==> src/design/lz77pc_pkg.sv <==
// ----------------------------------------------------------------------------
// lz77pc_pkg
// Shared types and codes for the pair-chain match finder: command codes,
// datapath operation codes, read-address selects and control/status structs.
// ----------------------------------------------------------------------------
package lz77pc_pkg;

    // Command codes carried by one input beat
    typedef logic [1:0] t_cmd;
    localparam t_cmd CMD_CLEAR = 2'd0;
    localparam t_cmd CMD_WRITE = 2'd1;
    localparam t_cmd CMD_ADD   = 2'd2;
    localparam t_cmd CMD_FIND  = 2'd3;

    // Length limits
    localparam logic [15:0] MIN_MATCH = 16'd3;
    localparam logic [15:0] MIN_PAIR  = 16'd2;

    // Pair table geometry: one entry per two-byte key
    localparam int          HEAD_DEPTH = 65536;
    localparam logic [15:0] HEAD_LAST  = 16'hFFFF;

    // Datapath operations, one per cycle
    typedef logic [4:0] t_op;
    localparam t_op OP_NOP       = 5'd0;
    localparam t_op OP_LOAD      = 5'd1;
    localparam t_op OP_POSM      = 5'd2;
    localparam t_op OP_CLR_STEP  = 5'd3;
    localparam t_op OP_WRITE     = 5'd4;
    localparam t_op OP_CAP_X     = 5'd5;
    localparam t_op OP_CAP_Y     = 5'd6;
    localparam t_op OP_CAP_Z     = 5'd7;
    localparam t_op OP_CAP_M1    = 5'd8;
    localparam t_op OP_CAP_M2    = 5'd9;
    localparam t_op OP_ADD       = 5'd10;
    localparam t_op OP_CAP_HEAD  = 5'd11;
    localparam t_op OP_REP_INIT  = 5'd12;
    localparam t_op OP_REP_INC   = 5'd13;
    localparam t_op OP_CAP_CANDM = 5'd14;
    localparam t_op OP_SKIP_STEP = 5'd15;
    localparam t_op OP_NEXT      = 5'd16;
    localparam t_op OP_CMP_INIT  = 5'd17;
    localparam t_op OP_CAP_A     = 5'd18;
    localparam t_op OP_CMP_INC   = 5'd19;
    localparam t_op OP_BEST      = 5'd20;
    localparam t_op OP_FIN       = 5'd21;

    // Chunk read address selects
    typedef logic [2:0] t_rsel;
    localparam t_rsel RS_POS  = 3'd0;
    localparam t_rsel RS_POS1 = 3'd1;
    localparam t_rsel RS_POS2 = 3'd2;
    localparam t_rsel RS_PM1  = 3'd3;
    localparam t_rsel RS_PM2  = 3'd4;
    localparam t_rsel RS_PA   = 3'd5;
    localparam t_rsel RS_C2   = 3'd6;
    localparam t_rsel RS_S    = 3'd7;

    // Controller to datapath
    typedef struct packed {
        t_op   op;
        t_rsel rsel;
        logic  mod_cur;     // reduce the chain entry instead of the position
    } t_ctl;

    // Datapath to controller
    typedef struct packed {
        logic gate_fail;
        logic add_ok;
        logic cur_valid;
        logic rep_hit;
        logic rep_one;
        logic two_back;
        logic len_lt_max;
        logic len_eq_max;
        logic rep_eq;
        logic skip_nz;
        logic visits_ok;
        logic cand_lt_win;
        logic cand_lt_pos;
        logic z_eq;
        logic i_lt_max;
        logic i_eq_max;
        logic i_gt_len;
        logic cmp_eq;
        logic clr_last;
    } t_sts;

endpackage

==> src/design/lz77pc_ctrl.sv <==
// ----------------------------------------------------------------------------
// lz77pc_ctrl
// Controller: sequences clear sweeps, byte writes, chain inserts and the
// match search by issuing one datapath operation per cycle.
// ----------------------------------------------------------------------------
module lz77pc_ctrl (
    input  logic              i_clk,
    input  logic              i_rst_n,
    input  logic              start,
    input  logic [1:0]        i_command,
    input  lz77pc_pkg::t_sts  i_sts,
    output lz77pc_pkg::t_ctl  o_ctl,
    output logic              busy,
    output logic              o_valid
);

    localparam logic [5:0] ST_IDLE    = 6'd0;
    localparam logic [5:0] ST_CLR     = 6'd1;
    localparam logic [5:0] ST_P_M1    = 6'd2;
    localparam logic [5:0] ST_P_M2    = 6'd3;
    localparam logic [5:0] ST_P_CAP   = 6'd4;
    localparam logic [5:0] ST_DISP    = 6'd5;
    localparam logic [5:0] ST_WR      = 6'd6;
    localparam logic [5:0] ST_A_X     = 6'd7;
    localparam logic [5:0] ST_A_Y     = 6'd8;
    localparam logic [5:0] ST_A_CY    = 6'd9;
    localparam logic [5:0] ST_A_W     = 6'd10;
    localparam logic [5:0] ST_A_ADD   = 6'd11;
    localparam logic [5:0] ST_F_X     = 6'd12;
    localparam logic [5:0] ST_F_Y     = 6'd13;
    localparam logic [5:0] ST_F_Z     = 6'd14;
    localparam logic [5:0] ST_F_M1    = 6'd15;
    localparam logic [5:0] ST_F_M2    = 6'd16;
    localparam logic [5:0] ST_F_CM2   = 6'd17;
    localparam logic [5:0] ST_F_H     = 6'd18;
    localparam logic [5:0] ST_F_DEC   = 6'd19;
    localparam logic [5:0] ST_REP_CHK = 6'd20;
    localparam logic [5:0] ST_REP_CMP = 6'd21;
    localparam logic [5:0] ST_REP_END = 6'd22;
    localparam logic [5:0] ST_SKIP    = 6'd23;
    localparam logic [5:0] ST_SK_M1   = 6'd24;
    localparam logic [5:0] ST_SK_M2   = 6'd25;
    localparam logic [5:0] ST_SK_CAP  = 6'd26;
    localparam logic [5:0] ST_SK_W    = 6'd27;
    localparam logic [5:0] ST_SK_STEP = 6'd28;
    localparam logic [5:0] ST_WALK    = 6'd29;
    localparam logic [5:0] ST_W_M1    = 6'd30;
    localparam logic [5:0] ST_W_M2    = 6'd31;
    localparam logic [5:0] ST_W_CAP   = 6'd32;
    localparam logic [5:0] ST_W_RZ    = 6'd33;
    localparam logic [5:0] ST_W_Z     = 6'd34;
    localparam logic [5:0] ST_CMP_CHK = 6'd35;
    localparam logic [5:0] ST_CMP_A   = 6'd36;
    localparam logic [5:0] ST_CMP_B   = 6'd37;
    localparam logic [5:0] ST_CMP_END = 6'd38;
    localparam logic [5:0] ST_NEXT_W  = 6'd39;
    localparam logic [5:0] ST_NEXT    = 6'd40;
    localparam logic [5:0] ST_FIN     = 6'd41;

    logic [5:0] r_state, n_state;
    logic [1:0] r_cmd;
    logic       r_valid;

    // Next state and datapath command
    always_comb begin
        n_state       = r_state;
        o_ctl.op      = lz77pc_pkg::OP_NOP;
        o_ctl.rsel    = lz77pc_pkg::RS_POS;
        o_ctl.mod_cur = 1'b0;
        unique case (r_state)
            ST_IDLE: begin
                if (start) begin
                    o_ctl.op = lz77pc_pkg::OP_LOAD;
                    n_state  = ST_P_M1;
                end
            end
            ST_CLR: begin
                o_ctl.op = lz77pc_pkg::OP_CLR_STEP;
                if (i_sts.clr_last) n_state = ST_IDLE;
            end
            ST_P_M1: n_state = ST_P_M2;
            ST_P_M2: n_state = ST_P_CAP;
            ST_P_CAP: begin
                o_ctl.op = lz77pc_pkg::OP_POSM;
                n_state  = ST_DISP;
            end
            ST_DISP: begin
                case (r_cmd)
                    lz77pc_pkg::CMD_CLEAR: n_state = ST_CLR;
                    lz77pc_pkg::CMD_WRITE: n_state = ST_WR;
                    lz77pc_pkg::CMD_ADD:   n_state = i_sts.add_ok ? ST_A_X : ST_IDLE;
                    default:               n_state = i_sts.gate_fail ? ST_FIN : ST_F_X;
                endcase
            end
            ST_WR: begin
                o_ctl.op = lz77pc_pkg::OP_WRITE;
                n_state  = ST_IDLE;
            end
            // Insert: read the pair, then link the old head behind the new one
            ST_A_X: n_state = ST_A_Y;
            ST_A_Y: begin
                o_ctl.op   = lz77pc_pkg::OP_CAP_X;
                o_ctl.rsel = lz77pc_pkg::RS_POS1;
                n_state    = ST_A_CY;
            end
            ST_A_CY: begin
                o_ctl.op = lz77pc_pkg::OP_CAP_Y;
                n_state  = ST_A_W;
            end
            ST_A_W: n_state = ST_A_ADD;
            ST_A_ADD: begin
                o_ctl.op = lz77pc_pkg::OP_ADD;
                n_state  = ST_IDLE;
            end
            // Find: fetch the bytes around the position and the chain head
            ST_F_X: n_state = ST_F_Y;
            ST_F_Y: begin
                o_ctl.op   = lz77pc_pkg::OP_CAP_X;
                o_ctl.rsel = lz77pc_pkg::RS_POS1;
                n_state    = ST_F_Z;
            end
            ST_F_Z: begin
                o_ctl.op   = lz77pc_pkg::OP_CAP_Y;
                o_ctl.rsel = lz77pc_pkg::RS_POS2;
                n_state    = ST_F_M1;
            end
            ST_F_M1: begin
                o_ctl.op   = lz77pc_pkg::OP_CAP_Z;
                o_ctl.rsel = lz77pc_pkg::RS_PM1;
                n_state    = ST_F_M2;
            end
            ST_F_M2: begin
                o_ctl.op   = lz77pc_pkg::OP_CAP_M1;
                o_ctl.rsel = lz77pc_pkg::RS_PM2;
                n_state    = ST_F_CM2;
            end
            ST_F_CM2: begin
                o_ctl.op = lz77pc_pkg::OP_CAP_M2;
                n_state  = ST_F_H;
            end
            ST_F_H: begin
                o_ctl.op = lz77pc_pkg::OP_CAP_HEAD;
                n_state  = ST_F_DEC;
            end
            ST_F_DEC: begin
                if (!i_sts.cur_valid) begin
                    n_state = ST_FIN;
                end else if (i_sts.rep_hit && (i_sts.rep_one || i_sts.two_back)) begin
                    o_ctl.op = lz77pc_pkg::OP_REP_INIT;
                    n_state  = ST_REP_CHK;
                end else begin
                    n_state = ST_SKIP;
                end
            end
            // Extend the short repeat one byte at a time
            ST_REP_CHK: begin
                o_ctl.rsel = lz77pc_pkg::RS_PA;
                n_state    = i_sts.len_lt_max ? ST_REP_CMP : ST_REP_END;
            end
            ST_REP_CMP: begin
                if (i_sts.rep_eq) begin
                    o_ctl.op = lz77pc_pkg::OP_REP_INC;
                    n_state  = ST_REP_CHK;
                end else begin
                    n_state = ST_REP_END;
                end
            end
            ST_REP_END: n_state = i_sts.len_eq_max ? ST_FIN : ST_SKIP;
            // Drop the newest chain entries already covered by the repeat
            ST_SKIP: begin
                n_state = (i_sts.skip_nz && i_sts.cur_valid) ? ST_SK_M1 : ST_WALK;
            end
            ST_SK_M1: begin
                o_ctl.mod_cur = 1'b1;
                n_state       = ST_SK_M2;
            end
            ST_SK_M2: begin
                o_ctl.mod_cur = 1'b1;
                n_state       = ST_SK_CAP;
            end
            ST_SK_CAP: begin
                o_ctl.op = lz77pc_pkg::OP_CAP_CANDM;
                n_state  = ST_SK_W;
            end
            ST_SK_W: n_state = ST_SK_STEP;
            ST_SK_STEP: begin
                o_ctl.op = lz77pc_pkg::OP_SKIP_STEP;
                n_state  = ST_SKIP;
            end
            // Walk the chain from newest to oldest
            ST_WALK: begin
                if (!(i_sts.cur_valid && i_sts.visits_ok) || i_sts.cand_lt_win) begin
                    n_state = ST_FIN;
                end else begin
                    n_state = ST_W_M1;
                end
            end
            ST_W_M1: begin
                o_ctl.mod_cur = 1'b1;
                n_state       = ST_W_M2;
            end
            ST_W_M2: begin
                o_ctl.mod_cur = 1'b1;
                n_state       = ST_W_CAP;
            end
            ST_W_CAP: begin
                o_ctl.op = lz77pc_pkg::OP_CAP_CANDM;
                n_state  = ST_W_RZ;
            end
            ST_W_RZ: begin
                o_ctl.rsel = lz77pc_pkg::RS_C2;
                n_state    = i_sts.cand_lt_pos ? ST_W_Z : ST_NEXT_W;
            end
            ST_W_Z: begin
                if (i_sts.z_eq) begin
                    o_ctl.op = lz77pc_pkg::OP_CMP_INIT;
                    n_state  = ST_CMP_CHK;
                end else begin
                    n_state = ST_NEXT_W;
                end
            end
            // Compare the candidate against the position byte by byte
            ST_CMP_CHK: begin
                o_ctl.rsel = lz77pc_pkg::RS_PA;
                n_state    = i_sts.i_lt_max ? ST_CMP_A : ST_CMP_END;
            end
            ST_CMP_A: begin
                o_ctl.op   = lz77pc_pkg::OP_CAP_A;
                o_ctl.rsel = lz77pc_pkg::RS_S;
                n_state    = ST_CMP_B;
            end
            ST_CMP_B: begin
                if (i_sts.cmp_eq) begin
                    o_ctl.op = lz77pc_pkg::OP_CMP_INC;
                    n_state  = ST_CMP_CHK;
                end else begin
                    n_state = ST_CMP_END;
                end
            end
            ST_CMP_END: begin
                o_ctl.op = lz77pc_pkg::OP_BEST;
                n_state  = (i_sts.i_gt_len && i_sts.i_eq_max) ? ST_FIN : ST_NEXT_W;
            end
            ST_NEXT_W: n_state = ST_NEXT;
            ST_NEXT: begin
                o_ctl.op = lz77pc_pkg::OP_NEXT;
                n_state  = ST_WALK;
            end
            ST_FIN: begin
                o_ctl.op = lz77pc_pkg::OP_FIN;
                n_state  = ST_IDLE;
            end
            default: n_state = ST_IDLE;
        endcase
    end

    // State, latched command and result strobe
    always_ff @(posedge i_clk) begin
        if (!i_rst_n) begin
            r_state <= ST_CLR;
            r_cmd   <= lz77pc_pkg::CMD_CLEAR;
            r_valid <= 1'b0;
        end else begin
            r_state <= n_state;
            r_valid <= (r_state == ST_FIN);
            if (r_state == ST_IDLE && start) begin
                r_cmd <= i_command;
            end
        end
    end

    assign busy    = (r_state != ST_IDLE);
    assign o_valid = r_valid;

    a_accept_busy: assert property (@(posedge i_clk) disable iff (!i_rst_n)
        (start && !busy) |=> busy)
        else $error("accepted beat did not raise busy");

    a_valid_from_fin: assert property (@(posedge i_clk) disable iff (!i_rst_n)
        o_valid |-> $past(r_state == ST_FIN))
        else $error("result strobe without a finished search");

    a_valid_single: assert property (@(posedge i_clk) disable iff (!i_rst_n)
        o_valid |=> !o_valid)
        else $error("result strobe held for more than one cycle");

    a_fin_only_find: assert property (@(posedge i_clk) disable iff (!i_rst_n)
        (r_state == ST_FIN) |-> (r_cmd == lz77pc_pkg::CMD_FIND))
        else $error("result produced for a command other than find");

endmodule

==> config.mk <==
export PLATFORM = sky130hd
export DESIGN_NAME = lz77pc_ctrl
export DESIGN_NICKNAME = d
export VERILOG_FILES = /design/src/design/lz77pc_pkg.sv /design/src/design/lz77pc_ctrl.sv
export SDC_FILE = /design/constraint.sdc
export NUM_CORES = 1
export LEC_CHECK = 0
export BUFFER_PORTS_ARGS = -buffer_cell sky130_fd_sc_hd__buf_2
export CORE_MARGIN = 1.5
export CORE_UTILIZATION = 30
export DETAILED_ROUTE_END_ITERATION = 8
export GPL_TIMING_DRIVEN = 0
export SLEW_MARGIN = 20
export SYNTH_ARGS = -nofsm -noshare
export SYNTH_HDL_FRONTEND = slang
export SYNTH_SLANG_ARGS = --single-unit
==> constraint.sdc <==
create_clock -name i_clk -period 4.1 [get_ports i_clk]
set_clock_uncertainty 0.05 [all_clocks]
set_input_delay 0.205 -clock i_clk [delete_from_list [all_inputs] [get_ports i_clk]]
set_output_delay 0.205 -clock i_clk [all_outputs]
set_load 0.1 [all_outputs]
-- After elaboration in Yosys (flattened, before gate mapping)
Cells that the tools add are included.
- register bits: 9
- bits of input ports: 24
- output and inout bits: 11
- equality and inequality tests: 45
- muxes and demuxes: 27
- reduce and logical (&&, ||, !) cells: 17
- operators by type and width (cell ; count):
    one-hot mux 6 bit (39 select lines) ; 1
    one-hot mux 5 bit (21 select lines) ; 1
    == test 6 x 5 -> 1 bit, second input constant ; 16
    == test 6 bit, second input constant ; 10
    == test 6 x 4 -> 1 bit, second input constant ; 8
    two-way mux 6 bit ; 6
    == test 6 x 3 -> 1 bit, second input constant ; 4
    one-hot mux 3 bit (7 select lines) ; 1
    one-hot mux 6 bit (3 select lines) ; 1
    two-way mux 4 bit ; 4
    two-way mux 3 bit ; 5
    == test 6 x 2 -> 1 bit, second input constant ; 2
    two-way mux 5 bit ; 2
    two-way mux 2 bit ; 4
    OR reduction 2 bit ; 4
    == test 6 x 1 -> 1 bit, second input constant ; 1
    logical NOT 6 bit ; 1
    nonzero test 6 bit ; 1
    logical AND 1 bit ; 5
    inequality test 2 bit, second input constant ; 2
    OR reduction 4 bit ; 1
    == test 2 x 1 -> 1 bit, second input constant ; 1
    == test 2 bit, second input constant ; 1
    logical NOT 2 bit ; 1
    other kinds (4) ; 6

-- Longest topological paths before layout
- depth in word-level cells: 5
- gate-level depth with buffers: 8

-- Worst setup path after synthesis
No wires, ideal clock.
- path type: reg2out
- start: reg r_state[3]
- end: out o_ctl[7] in the netlist's numbering
- stages on the path, launching flop included: 8
- slack: 0.541 ns
- arrival time: 3.304 ns
- required time: 3.845 ns
- cell sequence: dfxtp_1 buf_4 buf_2 buf_2 nand2_1 nor2_1 a21oi_1 o31ai_1
- RTL lines (item ; RTL line ; source):
    start: declaration ; lz77pc_ctrl.sv:60 ; logic [5:0] r_state, n_state;
    start signal: assignment ; lz77pc_ctrl.sv:264 ; r_state <= n_state;
    end: declaration ; lz77pc_ctrl.sv:12 ; output lz77pc_pkg::t_ctl o_ctl,

==> metrics.md <==
| Metric | Value |
|---|---|
| Run status | `finished clean` |
| Sw Share | `37.3%` |
| Placed wire-length estimate | `4460 um` |
| DRC violations left | `0` |
| Crit path launch | `r_state[5]` |
| CP top delay family | `buffers and inverters` |
| Gr usage total | `19.8%` |
| DIE WIDTH | `76.2 um` |
| Initial Utilization | `31.3%` |
| Port bufs | `33` |
| Global-route wire length before repair | `9380 um` |
| Most used cell, CP | `buf_2` |
| Largest net degree at the start of global routing | `11` |
| Fin. max-slew vios | `0` |
| Die height | `76.2 um` |
| Post-CTS setup buffers | `0` |
| CP peak stage delay | `0.56 ns` |
| Placement Rows | `26` |
| Syn. warnings | `0` |
| Ports | `35` |
| Num CTS Buffers | `3` |
| Comb pwr share | `40.3%` |
| WP data arrival | `2.40 ns` |
| Final setup fails | `0` |
| Clock power share | `30.6%` |
| Most used DFF post-synth | `dfxtp_1` |
| P&R area growth vs syn | `18.5%` |
| Post-synthesis sequential area ratio | `11.2%` |
| Worst Path Buf+Inv | `2` |
| Worst skew pair latency | `0.23 ns` |
| TNS Setup | `0 ns` |
| CTS resizes | `0` |
| Internal power | `0.202 mW` |
| Min Tclk post-route | `2.65 ns` |
| Global placement routability congestion | `0.990` |
| Ys async rst share | `0%` |
| Via count | `2,073` |
| Post-synthesis cell type count | `68` |
| Rel. slew slack | `57.8%` |
| Final std cell area, no fill | `0.00190 sq mm` |
| HP Class | `in2reg` |
| Max Root-Sink Buffers | `2` |
| Critical path class | `reg2out` |
| Layout cells sized above 1 | `26.1%` |
| Max H-tree Level | `1` |
| Startpoint Class | `flip-flop` |
| Core Region | `0.00514 sq mm` |
| Hold_buf cts | `0` |
| TritonCTS clock tree | `yes` |
| CTS root buffer | `clkbuf_8` |
| Fin nets | `297` |
| Cells after Synth | `235` |
| Maximum VDD drop | `0.158 mV` |
| Initial DRC count | `354` |
| Antenna diode count | `0` |
| Clock sinks | `9` |
| Reg power frac | `29.1%` |
| Worst setup EP type | `output port` |
| Wire per inst | `17.4 um` |
| Die ar. | `0.00580 sq mm` |
| Final period util | `64.7%` |
| Max Cap Violations | `0` |
| Number of synthesized flops with an enable pin | `0` |
| Number of global-route vias before repair | `1,903` |
| Mean area per synthesized cell | `6.84 sq um` |
| Hold Vio Cnt, Final | `0` |
| Mapped cell area | `0.00161 sq mm` |
| Static leakage | `0.733 nW` |
| Remaining Overflow, GRT | `0` |
| Net switching power | `0.120 mW` |
| Initial antenna violation count | `0` |
| Register bit total from synthesis | `9` |
| First drt pass iteration count | `5` |
| Worst R2R Setup Slack | `2.10 ns` |
| Worst reg2reg path startpoint | `r_state[5]` |
| Fmax | `377 MHz` |
| Hold Crit Start | `i_command[1]` |
| Slowest cell on crit path | `nor2b_1` |
| Unrepaired setup endpoints after global routing | `false` |
| Drt via density | `6.06` |
| Dpl cell area | `0.00186 sq mm` |
| Syn Nets | `259` |
| Crit-path cells | `buf_2 -> nor2b_1 -> a32oi_1 -> o22ai_1 -> a31oi_1 -> o31ai_1 -> buf_2` |
| Power Density | `169 mW/mm^2` |
| CP max FO | `10` |
| Required @ worst endpoint | `3.85 ns` |
| Total wire length | `5960 um` |
| Post-route ant nets | `0` |
| Worst-margin pin slew | `0.631 ns` |
| Clock transition at path regs | `0.04 ns` |
## final timing paths
path / to / cells after the start
setup / recovery: o_ctl[7] / 7
hold / removal: r_cmd[1] / 3
setup reg to reg: r_state[1] / 6
hold reg to reg: r_cmd[1] / 2
## cell usage in the layout, fill, tap and decap left out, types with 5 or more instances in the layout
| cell type | Yosys | final |
|---|---|---|
| o21ai_0 | 12 | 12 |
| buf_6 | 7 | 7 |
| nand2b_1 | 11 | 11 |
| a31oi_1 | 5 | 5 |
| nand3_1 | 8 | 8 |
| and2_1 | 5 | 5 |
| nand3b_1 | 6 | 6 |
| nand4_1 | 7 | 7 |
| nor2b_1 | 7 | 7 |
| buf_2 | 10 | 43 |
| nor2_1 | 26 | 26 |
| a21oi_1 | 19 | 19 |
| buf_4 | 6 | 6 |
| o22ai_1 | 5 | 5 |
| nand2_1 | 21 | 21 |
| dfxtp_1 | 9 | 9 |
## worst register-to-register path: cells and delay by family, from the launching register on
kind / cells / cell delay, ns
flops: 1 / 0.34
compound gates: 2 / 0.36
buf+inv: 1 / 0.25
simple gates: 3 / 0.91
## state kept, by name, indices dropped and copies added (netlist names)
| register | flops |
|---|---|
| o_valid | 1 |
| r_cmd | 2 |
| r_state | 6 |
## logic make-up after synthesis
group / share of synthesized area [%]
AO/OA/AOI/OAI: 34.4
XOR/XNOR: 1.64
adder cells (fa/ha/maj): 0.623
buffers and inverters: 12.2
flip-flops: 11.2
multiplexers: 2.57
AND/OR/NAND/NOR: 37.3
## layout make-up
cell class / count / area [sq um]
repair buffers: 33 / 165
plain buffers: 25 / 181
multi-input cells: 197 / 1230
clock buffers: 4 / 45.0
inverters: 4 / 15.0
fillers: 569 / 3240
well taps: 70 / 87.6
flip-flops and latches: 9 / 180
## routing by layer
metal	track usage, %	part of all wire (%)
met2	31.7	45
met5	0	0
met3	2.63	13
met1	26.2	39
met4	9.26	2.1
## stage by stage
stage	worst slack (ns)	power [mW]	util [%]	hold WS (ns)	std cells
floorplan	0.541	0.187	-	0.321	235
global placement	1.72	0.223	36.2	0.414	338
detailed placement	1.75	0.223	36.2	0.424	338
CTS	1.51	0.324	37.0	0.186	342
global route	1.32	0.339	37.0	0.225	342
finish	1.45	0.323	37.0	0.187	342
## power groups by stage
stage	sequential [mW]	combinational, mW	clock [mW]
2_1_floorplan	0.0946	0.0926	0
3_3_place_gp	0.0954	0.127	0
3_5_place_dp	0.0956	0.127	0
4_1_cts	0.0940	0.127	0.102
5_1_grt	0.0944	0.138	0.107
6_report	0.0940	0.130	0.0987
## synthesized netlist by cell type (all sizes together), types with 4 or more instances
master | instances | area share [%]
nand4 | 7 | 2.7
buf | 24 | 11
nand3 | 8 | 2.5
nand2 | 21 | 4.9
and2 | 5 | 1.9
o22ai | 6 | 2.7
nand2b | 11 | 4.3
nor2b | 8 | 3.6
nor3 | 4 | 1.6
o21ai | 14 | 4.6
dfxtp | 9 | 11
a21oi | 19 | 5.9
a31oi | 5 | 1.9
nand3b | 6 | 2.8
inv | 4 | 0.93
nor2 | 28 | 6.9
Power figures use the tool's default switching activity.
